$ cat config.mk
export PLATFORM = sky130hd
export DESIGN_NAME = rcsp_queue
export DESIGN_NICKNAME = d
export VERILOG_FILES = /design/src/design/rcsp_pkg.sv /design/src/design/rcsp_ram.sv /design/src/design/rcsp_queue.sv
export SDC_FILE = /design/constraint.sdc
export NUM_CORES = 2
export LEC_CHECK = 0
export ABC_AREA = 1
export BUFFER_PORTS_ARGS = -buffer_cell sky130_fd_sc_hd__clkbuf_2
export CORE_MARGIN = 4
export CORE_UTILIZATION = 45
export DETAILED_ROUTE_END_ITERATION = 10
export HOLD_SLACK_MARGIN = 0.15
export PLACE_DENSITY = 0.62
export REMOVE_ABC_BUFFERS = 1
export SYNTH_ARGS = -nofsm -noshare
export SYNTH_HDL_FRONTEND = slang
export SYNTH_SLANG_ARGS = --single-unit
$ cat constraint.sdc
create_clock -name clock -period 9.4 [get_ports clock]
set_input_delay 0.94 -clock clock [delete_from_list [all_inputs] [get_ports clock]]
set_output_delay 0.94 -clock clock [all_outputs]
set_load 0.02 [all_outputs]
$ cat src/design/rcsp_pkg.sv
// ----------------------------------------------------------------------------
// rcsp_pkg
// Shared constants, operation codes, state type and queue control struct.
// ----------------------------------------------------------------------------
`default_nettype none

package rcsp_pkg;

   localparam int MAX_NODES_DEF   = 256;
   localparam int WEIGHT_BITS_DEF = 16;
   localparam int DIST_BITS_DEF   = 32;

   localparam logic [1:0] OP_CLEAR  = 2'd0;
   localparam logic [1:0] OP_INSERT = 2'd1;
   localparam logic [1:0] OP_SOLVE  = 2'd2;

   localparam logic CSR_NODE_COUNT = 1'b0;
   localparam logic CSR_ROUTE_LEN  = 1'b1;

   localparam logic [8:0] NODE_COUNT_RST = 9'd256;
   localparam logic [8:0] ROUTE_LEN_RST  = 9'd1;

   typedef enum logic [3:0] {
      S_CLEAR,
      S_IDLE,
      S_INS2,
      S_POP,
      S_POPW,
      S_DI,
      S_SCAN,
      S_FINISH,
      S_FINW
   } rcsp_state_type;

   typedef struct packed {
      logic clear;
      logic push;
      logic pop;
   } rcsp_qctl_type;

endpackage

`default_nettype wire

$ cat src/design/rcsp_ram.sv
// ----------------------------------------------------------------------------
// rcsp_ram
// Simple dual-port synchronous RAM with one write and one registered read.
// ----------------------------------------------------------------------------
`default_nettype none

module rcsp_ram #(
   parameter int ADDR_BITS = 8,
   parameter int DATA_BITS = 8
) (
   input  wire logic                 clock,
   input  wire logic                 we,
   input  wire logic [ADDR_BITS-1:0] waddr,
   input  wire logic [DATA_BITS-1:0] wdata,
   input  wire logic                 re,
   input  wire logic [ADDR_BITS-1:0] raddr,
   output logic      [DATA_BITS-1:0] rdata
);

   logic [DATA_BITS-1:0] mem [(1 << ADDR_BITS)];

   always_ff @(posedge clock) begin
      if (we) begin
         mem[waddr] <= wdata;
      end
      if (re) begin
         rdata <= mem[raddr];
      end
   end

endmodule

`default_nettype wire

$ cat src/design/rcsp_queue.sv
// ----------------------------------------------------------------------------
// rcsp_queue
// Circular work queue of node indexes held in a RAM, with head and count.
// ----------------------------------------------------------------------------
`default_nettype none

module rcsp_queue import rcsp_pkg::*; #(
   parameter int DEPTH = MAX_NODES_DEF,
   localparam int AW = $clog2(DEPTH)
) (
   input  wire logic          clock,
   input  wire logic          reset,
   input  wire rcsp_qctl_type ctl,
   input  wire logic [AW-1:0] push_node,
   output logic      [AW-1:0] pop_node,
   output logic               empty
);

   logic [AW-1:0] head_ff, head_in;
   logic [AW:0]   count_ff, count_in;
   logic [AW:0]   tail_sum;
   logic [AW-1:0] tail;
   logic [AW-1:0] waddr;

   // The ring wraps at DEPTH, which need not be a power of two.
   always_comb begin
      tail_sum = (AW+1)'(head_ff) + count_ff;
      if (tail_sum >= (AW+1)'(DEPTH)) begin
         tail = AW'(tail_sum - (AW+1)'(DEPTH));
      end else begin
         tail = tail_sum[AW-1:0];
      end
   end

   always_comb begin
      head_in  = head_ff;
      count_in = count_ff;
      waddr    = tail;
      if (ctl.clear) begin
         head_in  = '0;
         count_in = ctl.push ? (AW+1)'(1) : '0;
         waddr    = '0;
      end else begin
         if (ctl.pop) begin
            head_in  = (head_ff == AW'(DEPTH - 1)) ? '0 : head_ff + AW'(1);
            count_in = count_ff - (AW+1)'(1);
         end
         if (ctl.push) begin
            count_in = count_ff + (AW+1)'(1);
         end
      end
   end

   always_ff @(posedge clock) begin
      if (reset) begin
         head_ff  <= '0;
         count_ff <= '0;
      end else begin
         head_ff  <= head_in;
         count_ff <= count_in;
      end
   end

   assign empty = (count_ff == '0);

   rcsp_ram #(
      .ADDR_BITS(AW),
      .DATA_BITS(AW)
   ) u_ring (
      .clock(clock),
      .we   (ctl.push),
      .waddr(waddr),
      .wdata(push_node),
      .re   (ctl.pop),
      .raddr(head_ff),
      .rdata(pop_node)
   );

endmodule

`default_nettype wire

# Word level (Yosys, flattened, before mapping)
# Memories as Yosys holds them, arrays and structs flattened. A register that Yosys moved wholly into a read port is not among the register bits.
# Cells that the tools add are included.
word_totals:
  elab_cells: 22
  input_bits: 13
  out_inout_bits: 9
  ram_bits: 2048
  ff_bits: 17
  n_memories: 1
classes:
  mux: 9
  eq_ne: 1
  n_reduce_logical: 3
  add_sub_neg: 5
  magnitude_cmp: 1
memory_table:
  columns: ["memory", "words", "width", "rd", "rd_ports_with_merged_regs", "wr", "line_no", "text"]
  rows:
  - ["u_ring.mem", 256, 8, 1, 1, 1, "rcsp_ram.sv:20", "logic [DATA_BITS-1:0] mem [(1 << ADDR_BITS)];"]
op_table:
  columns: ["cell", "n"]
  rows:
  - ["9-bit two-way mux", 3]
  - ["8-bit two-way mux", 3]
  - ["8-bit by 9-bit adder with 9-bit output", 1]
  - ["9-bit by 1-bit adder with 9-bit output, second input constant", 1]
  - ["9-bit greater-or-equal comparator, second input constant", 1]
  - ["9-bit zero test", 1]
  - ["9-bit by 1-bit subtractor with 9-bit output, second input constant", 1]
  - ["8-bit by 1-bit adder with 8-bit output, second input constant", 1]
  - ["8-bit equality test, second input constant", 1]
  - ["8-bit by 1-bit subtractor with 8-bit output, second input constant", 1]
  - ["1-bit two-way mux", 3]
  - ["3-bit nonzero test", 1]
  - ["2-bit OR reduction", 1]

# Depth between registers and ports, before layout
depth:
  depth_word: 4
  ltp_mapped: 18
  ltp_nobuf: 15

# Hierarchy
# A second synthesis with hierarchy kept.
unflattened:
  hier_cells: 7222
  hier_area_um2: 84945.2
by_module_without_submodules:
  columns: ["mod", "instances", "cells_per_inst", "seq_area_each_um2", "area_per_inst_um2"]
  rows:
  - ["rcsp_ram", 1, 7003, 61739.2, 83476.3]
  - ["rcsp_queue", 1, 219, 340.3, 1468.9]

# Least setup slack after synthesis
# Ideal clock, no wire load.
synth_path:
  path_kind: "reg2reg"
  start: "register head_ff[1]"
  end: "memory u_ring.mem[126][0], enable pin"
  path_buffers: 5
  required_ns: 9.017
  arrival_ns: 3.071
  path_stages_with_launch: 15
  period_less_slack_ns: 3.454
  setup_time_ns: 0.383
  slack_ns: 5.946
  path_cell_list: "dfxtp_1 > buf_4 > inv_2 > buf_4 > buf_2 > buf_2 > fa_1 > inv_1 > nor2_1 > nor3_1 > inv_1 > nor2_1 > nand2_1 > buf_2 > nor3_1"
synth_via:
  elab_chain_len: 4
  elab_cells_between_ends: 5
  classes_between: "2 x add/sub; 1 x order compare; 2 x mux"
synth_rtl:
  columns: ["element", "line_no", "text"]
  rows:
  - ["start: declaration", "rcsp_queue.sv:19", "logic [AW-1:0] head_ff, head_in;"]
  - ["start signal: assignment", "rcsp_queue.sv:59", "head_ff <= head_in;"]
  - ["8-bit by 9-bit adder with 9-bit output (*)", "rcsp_queue.sv:27", "tail_sum = (AW+1)'(head_ff) + count_ff;"]
  - ["8-bit by 1-bit subtractor with 8-bit output or 9-bit greater-or-equal comparator (tied branches)", "rcsp_queue.sv:29, rcsp_queue.sv:28", null]
  - ["8-bit two-way mux (*)", "rcsp_queue.sv:28", "if (tail_sum >= (AW+1)'(DEPTH)) begin"]
  - ["8-bit two-way mux (*)", "rcsp_queue.sv:39", "if (ctl.clear) begin"]
  - ["end: declaration", "rcsp_ram.sv:20", null]
# Every way passes the cells marked *; elsewhere a longest branch is shown, timed or not.

# Final worst setup path
layout_path:
  start: "register head_ff[0]"
  end: "memory u_ring.mem[102][7], enable pin"
# The elaborated chain is that of the path after synthesis.

==> metrics.md <==
| Metric | Value |
|---|---|
| H-tree depth | 4 |
| Share of cells above drive strength 1 | 0.0659 |
| Sequential share of power | 0.533 |
| Final Max Slew Viols | 0 |
| Tmin final | 5.23 ns |
| IO Count | 22 |
| Top_reg_cell synth | edfxtp_1 |
| Post-route ant nets | 0 |
| Design Power | 19.1 mW |
| CP Depth | 6 |
| Status | completed |
| Gate power share | 0.039 |
| Post-layout util | 0.495 |
| Largest net degree at the start of global routing | 193 |
| Final wirelength | 247 mm |
| Clk_lat worst skew | 0.85 ns |
| CP Capture Type | register |
| Post-CTS Setup Repair Bufs | 0 |
| Distinct cells, synth | 45 |
| Clock Tree Root | clkbuf_16 |
| Cell taking the most area after synthesis | edfxtp_1 |
| Fmax | 191 MHz |
| GRT Residual Overflow | 0 |
| Design internal power | 15.0 mW |
| CP Data Required Time | 9.85 ns |
| Slowest cell delay on critical path | 1.23 ns |
| Static leakage | 35.7 nW |
| Count leader, synth | nand2_1 |
| Vias in the first global route | 56600 |
| Drt drc | 0 |
| Crit path max fanout | 53 |
| Clock sinks | 2073 |
| Setup total negative slack | 0 ns |
| Hold Path Class | in -> reg |
| Post-route insts no fill | 10700 |
| Top post-synthesis cells by count | nand2_1, edfxtp_1, nor2_1 |
| Startpoint class of the critical path | register |
| Routed via count | 58900 |
| Final setup viols | 0 |
| Initial DRC count | 7283 |
| First-pass GRT wire length | 365 mm |
| FF-to-FF setup slack | 4.17 ns |
| Critical path type | reg -> reg |
| Initial antenna violation count | 8 |
| Clock Skew | 0.0461 ns |
| Post-CTS Hold Buffers | 0 |
| Ys async rst share | 0 |
| Final Cell Area | 0.0964 mm2 |
| Delay-heaviest family, CP | simple AND/OR/NAND/NOR gates |
| Top cells by area, synth | edfxtp_1, nand2_1, nand3_1, nor2_1, o21ai_0 |
| Hold depth | 2 |
| Total GRT Usage | 0.238 |
| Floorplan die height | 450 um |
| Yosys warns | 0 |
| Max-cap viol count | 0 |
| Synth Register Bits | 2073 |
| Least-Margin Pin Slew | 1.34 ns |
| Cell Area, Placed | 0.0897 mm2 |
| Area of the multi-input gates | 0.0215 mm2 |
| Reg2Reg Capture Point | u_ring.mem[102][7] |
| Post-CTS resize count | 0 |
| FP Rows | 162 |
| Gp weighted congestion | 0.869 |
| Pwr/cell area | 198 mW/mm2 |
| Register Area | 0.0621 mm2 |
| Layout area overhead | 9.57% |
| Fin crit share | 0.556 |
| Sequential area share after synthesis | 0.706 |
| Drt pass-1 iters | 8 |
| FF-to-FF path depth | 6 |
| CP Data Arrival Time | 5.68 ns |
| Max_slew headroom | 0.0996 |
| Crit path buffers/inverters | 1 |
| Critical path's slowest cell | nor3_1 |
| RSZ-0062 raised after global routing | false |
| Fin. Hold Viols | 0 |
| Die Width | 450 um |
| Synth Cell Area | 0.0880 mm2 |
| Clock power frac | 0.427 |
| Worst min-delay path endpoint | count_ff[5] |
| Syn Inst Count | 8120 |
| Sw Share | 0.217 |
| Post-synth EDFFs | 2056 |
| Placed cells | 10300 |
| Post-DP HPWL | 136 mm |
| Post-synth top area share | 0.702 |
| CTS tree | yes |
| PortBufs | 21 |
| Starting Density | 0.452 |
| Number of CTS-inserted buffers | 205 |
| Worst r2r src | head_ff[0] |
| Start point of the worst hold path | reset |
| Die ar. | 0.203 mm2 |
| Net count, final | 7967 |
| Syn_area_per_cell | 10.8 um2 |
| Core region area | 0.195 mm2 |
| Reg clk slew, reported paths | 0.06 ns |
| CTS max path bufs | 3 |
| Maximum vdd ir drop | 0.170 mV |
| Vias/cell | 5.52 |
| Psw | 4.16 mW |
| Cells along the critical path | ha_1 > inv_1 > fa_1 > nor4_1 > nand2_2 > nor3_1 |
| Routed WL per cell | 23.1 um |
| # fillers | 17200 |
sequential cells by signal (all words and copies together) (netlist names):
signal and cells:
u_ring.mem 2048, u_ring.rdata 8, head_ff 8, count_ff 9
cells in the final DEF (no fill, tap or decap), types with 48 or more instances in the layout:
cell type and n:
nand2_1 2191, edfxtp_1 2056, nor2_1 1040, nand3_1 914
inv_1 541, o21ai_0 420, clkbuf_16 210, nor3_1 134
a21oi_1 116, buf_4 68, clkbuf_1 51, clkinv_1 49
or2_2 48
worst max-delay path by stage:
stage / start / to / slack [ns]
after global placement: head_ff[1] / u_ring.rdata[1] / 4.39
final: head_ff[0] / u_ring.mem[102][7] / 4.17
after detailed placement: head_ff[0] / u_ring.mem[38][0] / 4.33
after global routing: head_ff[0] / u_ring.mem[38][2] / 4.02
after floorplan: head_ff[0] / u_ring.rdata[7] / -35.42
after CTS: head_ff[0] / u_ring.mem[38][2] / 4.29
kinds of logic (layout without fill, tap and decap cells):
kind of cell,Yosys count,after routing,synth area share
xor gates and xnor gates,4,4,0.000398
other,0,3,0
adders and majority gates,17,17,0.00259
AOI/OAI and AO/OA,555,555,0.0321
DFF,2073,2073,0.706
and+or+nand+nor,4429,4429,0.209
buffers and inverters,1042,1041,0.0507
power groups by stage:
stage | Sequential (mW) | Combinational, mW | Clock, mW
2_1_floorplan | 10.4 | 0.512 | 0
3_3_place_gp | 10.4 | 0.739 | 0
3_5_place_dp | 10.4 | 0.748 | 0
4_1_cts | 10.2 | 0.750 | 8.25
5_1_grt | 10.2 | 0.821 | 8.64
6_report | 10.2 | 0.752 | 8.17
area by class of cell:
class / count / area share
Multi-Input combinational cell: 5005 / 0.223
Inverter: 556 / 0.0220
Timing Repair Buffer: 96 / 0.00867
Tap cell: 2542 / 0.0330
Sequential cell: 2073 / 0.644
Clock inverter: 128 / 0.0126
Clock buffer: 261 / 0.0565
Antenna cell: 3 / 0.0000779
through the flow:
stage	hold slack, ns	setup WS, ns
floorplan	0.465	-35.42
global placement	0.503	4.39
detailed placement	0.506	4.33
CTS	0.368	4.29
global route	0.427	4.02
finish	0.435	4.17
layer usage:
layer | vias up | GRT usage | wire, um
li1 | 27000 | - | -
met1 | 28800 | 0.335 | 103000
met2 | 2651 | 0.378 | 115000
met3 | 431 | 0.0354 | 19200
met4 | 4 | 0.0831 | 8500
met5 | - | 0 | 25
Note: power is estimated with default switching activity, not from simulation.
