[config.mk]
export PLATFORM = sky130hd
export DESIGN_NAME = rcsp_ram
export DESIGN_NICKNAME = d
export VERILOG_FILES = /design/src/design/rcsp_ram.sv
export SDC_FILE = /design/constraint.sdc
export NUM_CORES = 2
export LEC_CHECK = 0
export BUFFER_PORTS_ARGS = -buffer_cell sky130_fd_sc_hd__buf_2
export CAP_MARGIN = 30
export CORE_MARGIN = 4
export CORE_UTILIZATION = 50
export CTS_CLUSTER_DIAMETER = 120
export DETAILED_ROUTE_END_ITERATION = 12
export PLACE_DENSITY = 0.72
export SKIP_LAST_GASP = 1
export SYNTH_ARGS = -nofsm -noshare
export SYNTH_HDL_FRONTEND = slang
export SYNTH_SLANG_ARGS = --single-unit
[constraint.sdc]
create_clock -name clock -period 2.85 [get_ports clock]
set_input_delay 0.285 -clock clock [delete_from_list [all_inputs] [get_ports clock]]
set_output_delay 0.285 -clock clock [all_outputs]
set_load 0.005 [all_outputs]
[src/design/rcsp_ram.sv]
// ----------------------------------------------------------------------------
// rcsp_ram
// Simple dual-port synchronous RAM with one write and one registered read.
// ----------------------------------------------------------------------------
`default_nettype none

module rcsp_ram #(
   parameter int ADDR_BITS = 8,
   parameter int DATA_BITS = 8
) (
   input  wire logic                 clock,
   input  wire logic                 we,
   input  wire logic [ADDR_BITS-1:0] waddr,
   input  wire logic [DATA_BITS-1:0] wdata,
   input  wire logic                 re,
   input  wire logic [ADDR_BITS-1:0] raddr,
   output logic      [DATA_BITS-1:0] rdata
);

   logic [DATA_BITS-1:0] mem [(1 << ADDR_BITS)];

   always_ff @(posedge clock) begin
      if (we) begin
         mem[waddr] <= wdata;
      end
      if (re) begin
         rdata <= mem[raddr];
      end
   end

endmodule

`default_nettype wire

**After elaboration in Yosys (flattened, before gate mapping)**

Memories as Yosys holds them, arrays and structs flattened. A register that Yosys moved wholly into a read port is not among the register bits.
Cells that the tools add are included.

- Mux-type cells: 2

Operators by type and width:

| cell | number |
|---|---|
| 1-bit two-way mux | 2 |

- Bits in registers: 0
- Bits in writable memories: 2,048
- Input bits: 27
- Logic and storage cells: 3
- Memories: 1

Memories:

| name | depth | bits a word | read ports | clocked after memory_dff | write ports | line | source |
|---|---|---|---|---|---|---|---|
| mem | 256 | 8 | 1 | 1 | 1 | 20 | `logic [DATA_BITS-1:0] mem [(1 << ADDR_BITS)];` |

**Depth between registers and ports, before layout**

- Word-level depth: 2
- Depth in mapped cells: 11
- Mapped depth without buffers: 6

**Worst setup path before layout**

Ideal clock, no wire load.

- Path type: input port to flip-flop
- Start: input port raddr[0]
- End: register rdata[2] (read register of mem), data pin
- Library setup time: 269 ps
- Data arrival time: 2,092 ps
- Required time: 2,581 ps
- Path slack: 489 ps
- Stages: 9
- Buffers on the path: 4
- Path through: buf_6 > buf_12 > buf_8 > buf_2 > mux4_2 > a22oi_1 > a21oi_1 > nor4_1 > nor4_2

RTL lines:

| element | line | source |
|---|---|---|
| from (decl) | 16 | `input wire logic [ADDR_BITS-1:0] raddr,` |
| to (decl) | 17 | `output logic [DATA_BITS-1:0] rdata` |

==> flow_summary.html <==
<table>
<tr><th>Metric</th><th>Value</th></tr>
<tr><th colspan="2">Yosys</th></tr>
<tr><td>Syn avg cell area</td><td>21.33 um2</td></tr>
<tr><td>Post-Synthesis Cell Area</td><td>0.07964 mm2</td></tr>
<tr><td>Leading post-synthesis cells by cell area</td><td>sky130_fd_sc_hd__edfxtp_1 (78%), sky130_fd_sc_hd__mux4_2 (13%), sky130_fd_sc_hd__mux2i_1 (1.7%)</td></tr>
<tr><td>Post-synthesis cell count</td><td>between 3000 and 4000</td></tr>
<tr><td>Yosys top cell by area</td><td>sky130_fd_sc_hd__edfxtp_1</td></tr>
<tr><td>Main flop type after synthesis</td><td>sky130_fd_sc_hd__edfxtp_1</td></tr>
<tr><td>Proportion of synthesized flip-flops having asynchronous set or reset</td><td>0%</td></tr>
<tr><td>Sequential element share of the synthesized area</td><td>between 70% and 80%</td></tr>
<tr><td>Nets in the synthesized netlist</td><td>3760</td></tr>
<tr><td>Number of flip-flops and latches in the synthesized netlist</td><td>between 2000 and 2500</td></tr>
<tr><td>Post-synthesis cell type count</td><td>54</td></tr>
<tr><td>Post-synth top area share</td><td>77.53%</td></tr>
<tr><td>Number of synthesis warnings</td><td>0</td></tr>
<tr><td>Number of synthesized flops with an enable pin</td><td>roughly 2100</td></tr>
<tr><th colspan="2">Global routing</th></tr>
<tr><td>Vias in the first global route</td><td>about 41000</td></tr>
<tr><td>GRT overflow</td><td>0</td></tr>
<tr><td>Global-route wire length before repair</td><td>around 290000 um</td></tr>
<tr><td>Number of antenna violations at the first check in global routing</td><td>10</td></tr>
<tr><td>Largest net degree at the start of global routing</td><td>~100</td></tr>
<tr><td>GRT Util Overall</td><td>between 20% and 30%</td></tr>
<tr><th colspan="2">Clock network</th></tr>
<tr><td>Postcts setup bufs</td><td>0</td></tr>
<tr><td>Maximum count of clock buffers along a single path</td><td>3</td></tr>
<tr><td>H-tree level count</td><td>4</td></tr>
<tr><td>Clock Root Buffer</td><td>sky130_fd_sc_hd__clkbuf_16</td></tr>
<tr><td>CTS Hold Buffers Added</td><td>5</td></tr>
<tr><td>Quantity of gates resized following cts</td><td>0</td></tr>
<tr><td>TritonCTS buffer count</td><td>around 190</td></tr>
<tr><td>TritonCTS clock tree</td><td>yes</td></tr>
<tr><td>Clock latency reported for the late side of the worst-skew pair</td><td>around 0.84 ns</td></tr>
<tr><td>Clock transition at the register clock pins on the worst setup and hold paths after CTS</td><td>0.06 ns</td></tr>
<tr><td>Clock Sinks</td><td>just over 2000</td></tr>
<tr><th colspan="2">Route</th></tr>
<tr><td>DRC violation count after routing</td><td>0</td></tr>
<tr><td>Residual antenna-violating net count after detailed routing</td><td>0</td></tr>
<tr><td>Total via count in the routed design</td><td>between 40000 and 50000</td></tr>
<tr><td>DR WL/cell</td><td>30.03 um</td></tr>
<tr><td>DRC marker count from the first detailed-route iteration</td><td>slightly below 6000</td></tr>
<tr><td>Average vias per placed instance</td><td>6.303</td></tr>
<tr><td>First drt pass iteration count</td><td>6</td></tr>
<tr><td>Aggregate routed wire length</td><td>just under 200000 um</td></tr>
<tr><th colspan="2">STA</th></tr>
<tr><td>Final setup fails</td><td>0</td></tr>
<tr><td>Setup repair after global routing missed its margin</td><td>false</td></tr>
<tr><td>Max-slew headroom</td><td>28.96%</td></tr>
<tr><td>Setup skew after layout</td><td>0.04350 ns</td></tr>
<tr><td>Highest clock frequency the design can meet</td><td>~360 MHz</td></tr>
<tr><td>Worst-margin pin slew</td><td>roughly 1.1 ns</td></tr>
<tr><td>Share of the cycle needed by the critical path after routing</td><td>between 90% and 100%</td></tr>
<tr><td>Setup Total Neg Slack</td><td>0 ns</td></tr>
<tr><td>Final critical-path required period</td><td>between 2 and 3 ns</td></tr>
<tr><td>Slew Viols, Final</td><td>0</td></tr>
<tr><td>Hold Violations, Final</td><td>0</td></tr>
<tr><th colspan="2">Power</th></tr>
<tr><td>Clock power frac</td><td>roughly two fifths</td></tr>
<tr><td>Peak VDD IR</td><td>around 0.64 mV</td></tr>
<tr><td>Gate power share</td><td>5.3%</td></tr>
<tr><td>P_leak</td><td>around 30 nW</td></tr>
<tr><td>Power Density</td><td>676.0 mW/mm2</td></tr>
<tr><td>Power after layout</td><td>approximately 62 mW</td></tr>
<tr><td>Part of the total power dissipated in sequential elements</td><td>about 53%</td></tr>
<tr><td>Internal power summed over all cells</td><td>49.35 mW</td></tr>
<tr><td>Net switching share of the total power</td><td>a little over a fifth</td></tr>
<tr><td>Net load switching power</td><td>~13 mW</td></tr>
<tr><th colspan="2">Floorplanning</th></tr>
<tr><td>Placeable core region</td><td>0.1584 mm2</td></tr>
<tr><td>Area of the die</td><td>between 0.15 and 0.2 mm2</td></tr>
<tr><td>Die Y-Extent</td><td>just over 400 um</td></tr>
<tr><td>Starting density of the core</td><td>between 50% and 60%</td></tr>
<tr><td>Width of the die</td><td>approximately 400 um</td></tr>
<tr><td>Row count</td><td>146</td></tr>
<tr><td>IO Count</td><td>35</td></tr>
<tr><th colspan="2">Flow run</th></tr>
<tr><td>Max-cap violations</td><td>0</td></tr>
<tr><th colspan="2">Worst hold path</th></tr>
<tr><td>Class of the tightest hold or removal check</td><td>input port to flop</td></tr>
<tr><td>Worst hold endpoint</td><td>mem[165][5]</td></tr>
<tr><td>Beginning of the worst hold path</td><td>wdata[5]</td></tr>
<tr><td>Worst Hold Depth</td><td>1</td></tr>
<tr><th colspan="2">Worst setup path</th></tr>
<tr><td>Element type at the critical path end</td><td>flop</td></tr>
<tr><td>Max incr delay on CP</td><td>0.71 ns</td></tr>
<tr><td>Maximum fanout along the worst path</td><td>1</td></tr>
<tr><td>Capture instance of the worst register-to-register path</td><td>rdata[1]</td></tr>
<tr><td>CP Cell Sequence</td><td>mux4_2, mux4_2, nor2_1, a2111oi_1, nor3_1, buf_4, nor4_1</td></tr>
<tr><td>Depth of the worst register-to-register path</td><td>7</td></tr>
<tr><td>Worst setup SP type</td><td>flop</td></tr>
<tr><td>Number of buffers and inverters on the critical path</td><td>1</td></tr>
<tr><td>Crit path DAT</td><td>around 3.4 ns</td></tr>
<tr><td>Required @ worst endpoint</td><td>roughly 3.4 ns</td></tr>
<tr><td>Cell type with the highest occurrence count on the critical path</td><td>sky130_fd_sc_hd__mux4_2</td></tr>
<tr><td>Critical path's slowest cell</td><td>sky130_fd_sc_hd__nor3_1</td></tr>
<tr><td>Cell class contributing the biggest share of worst-path delay</td><td>multiplexers</td></tr>
<tr><td>Worst reg2reg path startpoint</td><td>mem[143][1]</td></tr>
<tr><td>Worst reg2reg setup slack</td><td>roughly 0.052 ns</td></tr>
<tr><td>Category of the critical setup timing path</td><td>flop to flop</td></tr>
<tr><th colspan="2">Place</th></tr>
<tr><td>Post-detail-place hpwl</td><td>124000 um</td></tr>
<tr><td># port buffers</td><td>34</td></tr>
<tr><td>Routability cong.</td><td>between 0.8 and 0.9</td></tr>
<tr><th colspan="2">Final layout</th></tr>
<tr><td>Count of nets after finishing</td><td>approximately 4300</td></tr>
<tr><td>Post-synthesis to final-layout area growth</td><td>16.09%</td></tr>
<tr><td>Fraction of layout instances using a drive strength above 1</td><td>between 30% and 40%</td></tr>
<tr><td># fillers</td><td>10860</td></tr>
<tr><th colspan="2">Outcome</th></tr>
<tr><td>Run status</td><td>complete, no violations</td></tr>
</table>
-- per-layer routing --
metal / share of wire (%) / GRT usage, %
met5: 0.028 / 0
met4: 3.4 / 7.966
met3: 10 / 5.185
met2: 48 / 37.61
met1: 38 / 34.15
-- how the worst max path moves through the flow --
stage / startpoint / to / slack [ns] / depth (start not counted)
4_1_cts: mem[143][1] / rdata[1] / 0.11 / 7
6_report: mem[143][1] / rdata[1] / 0.05 / 7
3_3_place_gp: raddr[0] / rdata[4] / -0.71 / 9
2_1_floorplan: raddr[0] / rdata[2] / 0.49 / 9
3_5_place_dp: raddr[0] / rdata[0] / -0.56 / 9
5_1_grt: mem[136][1] / rdata[1] / 0.05 / 7
-- flip-flops by register name (all words and copies together) (netlist names) --
name / cells
mem: 2048
rdata: 8
-- cell type report --
cell class	instances	area, um2	share of cell area, %
tap	2072	2592	2.804
sequential	2056	61740	66.78
clock buffer	232	4997	5.406
inverter	2	7.507	0.008121
multi-input combinational	1442	16500	17.85
timing repair buffer	591	5238	5.665
antenna	6	15.01	0.01624
clock inverter	122	1360	1.471
-- per-stage QoR --
| step | hold slack [ns] | utilization (%) | instances | setup slack, ns | instance area [um2] |
|---|---|---|---|---|---|
| 2_1_floorplan | 0.3839 | - | 3733 | 0.4889 | 79640 |
| 3_3_place_gp | 0.7830 | 54.31 | 6155 | -0.7149 | 86010 |
| 3_5_place_dp | 0.7737 | 54.32 | 6158 | -0.5615 | 86030 |
| 4_1_cts | 0.08211 | 58.36 | 6517 | 0.1117 | 92430 |
| 5_1_grt | 0.07761 | 58.36 | 6518 | 0.04629 | 92430 |
| 6_report | 0.06196 | 58.37 | 6523 | 0.05242 | 92450 |
-- synth_stat cells (all sizes together), types with 2 or more instances --
cell and instances:
nor2 282, a22o 8, a221oi 14, buf 122, nand4 10, and2 6
a31oi 2, o32ai 5, nor3 22, edfxtp 2056, a22oi 133, nand2 33
mux2i 134, and3b 2, a211oi 16, a21oi 96, nand3 34, nor4 27
nand3b 2, o21ai 12, nand2b 8, o22ai 28, a311oi 2, o211ai 10
clkbuf 111, nor2b 31, mux4 456, a2111oi 5, o221ai 47, o22a 5
or2 4
-- kinds of logic after synthesis --
kind of cell,synth area share (%)
buf+inv,1.829
simple gates,2.625
flops,77.53
compound gates,3.416
mux,14.60
-- power groups by stage --
stage,Sequential [mW],Clock (mW),Combinational (mW)
after floorplan,34.0,0,1.62
after global placement,34.0,0,3.20
after detailed placement,34.0,0,3.26
after CTS,33.4,26.1,3.28
after global routing,33.4,27.5,3.45
final,33.4,25.8,3.28
-- cells in the final DEF, fill, tap and decap left out, types with 5 or more instances in the layout --
master and n:
sky130_fd_sc_hd__a211oi_1 16, sky130_fd_sc_hd__a21oi_1 96, sky130_fd_sc_hd__a221oi_1 13, sky130_fd_sc_hd__a22o_1 8
sky130_fd_sc_hd__a22oi_1 133, sky130_fd_sc_hd__and2_1 5, sky130_fd_sc_hd__buf_12 63, sky130_fd_sc_hd__buf_2 25
sky130_fd_sc_hd__buf_4 487, sky130_fd_sc_hd__bufinv_16 24, sky130_fd_sc_hd__clkbuf_1 38, sky130_fd_sc_hd__clkbuf_16 194
sky130_fd_sc_hd__clkbuf_8 7, sky130_fd_sc_hd__clkinv_1 40, sky130_fd_sc_hd__clkinv_2 34, sky130_fd_sc_hd__clkinv_8 5
sky130_fd_sc_hd__clkinvlp_4 8, sky130_fd_sc_hd__diode_2 6, sky130_fd_sc_hd__dlygate4sd3_1 5, sky130_fd_sc_hd__edfxtp_1 2056
sky130_fd_sc_hd__inv_6 5, sky130_fd_sc_hd__mux2i_1 134, sky130_fd_sc_hd__mux4_2 454, sky130_fd_sc_hd__nand2_1 33
sky130_fd_sc_hd__nand2b_1 8, sky130_fd_sc_hd__nand3_1 31, sky130_fd_sc_hd__nand4_1 10, sky130_fd_sc_hd__nor2_1 279
sky130_fd_sc_hd__nor2b_1 28, sky130_fd_sc_hd__nor3_1 22, sky130_fd_sc_hd__nor4_1 23, sky130_fd_sc_hd__o211ai_1 10
sky130_fd_sc_hd__o21ai_0 10, sky130_fd_sc_hd__o221ai_1 46, sky130_fd_sc_hd__o22a_1 5, sky130_fd_sc_hd__o22ai_1 28
-- worst register-to-register path, stage by stage, from the launching register on --
cell,delay [ns]
sky130_fd_sc_hd__edfxtp_1,0.36
sky130_fd_sc_hd__mux4_2,0.51
sky130_fd_sc_hd__mux4_2,0.49
sky130_fd_sc_hd__nor2_1,0.11
sky130_fd_sc_hd__a2111oi_1,0.09
sky130_fd_sc_hd__nor3_1,0.71
sky130_fd_sc_hd__buf_4,0.25
sky130_fd_sc_hd__nor4_1,0.05
No activity file was read; power rests on OpenSTA's default activity.
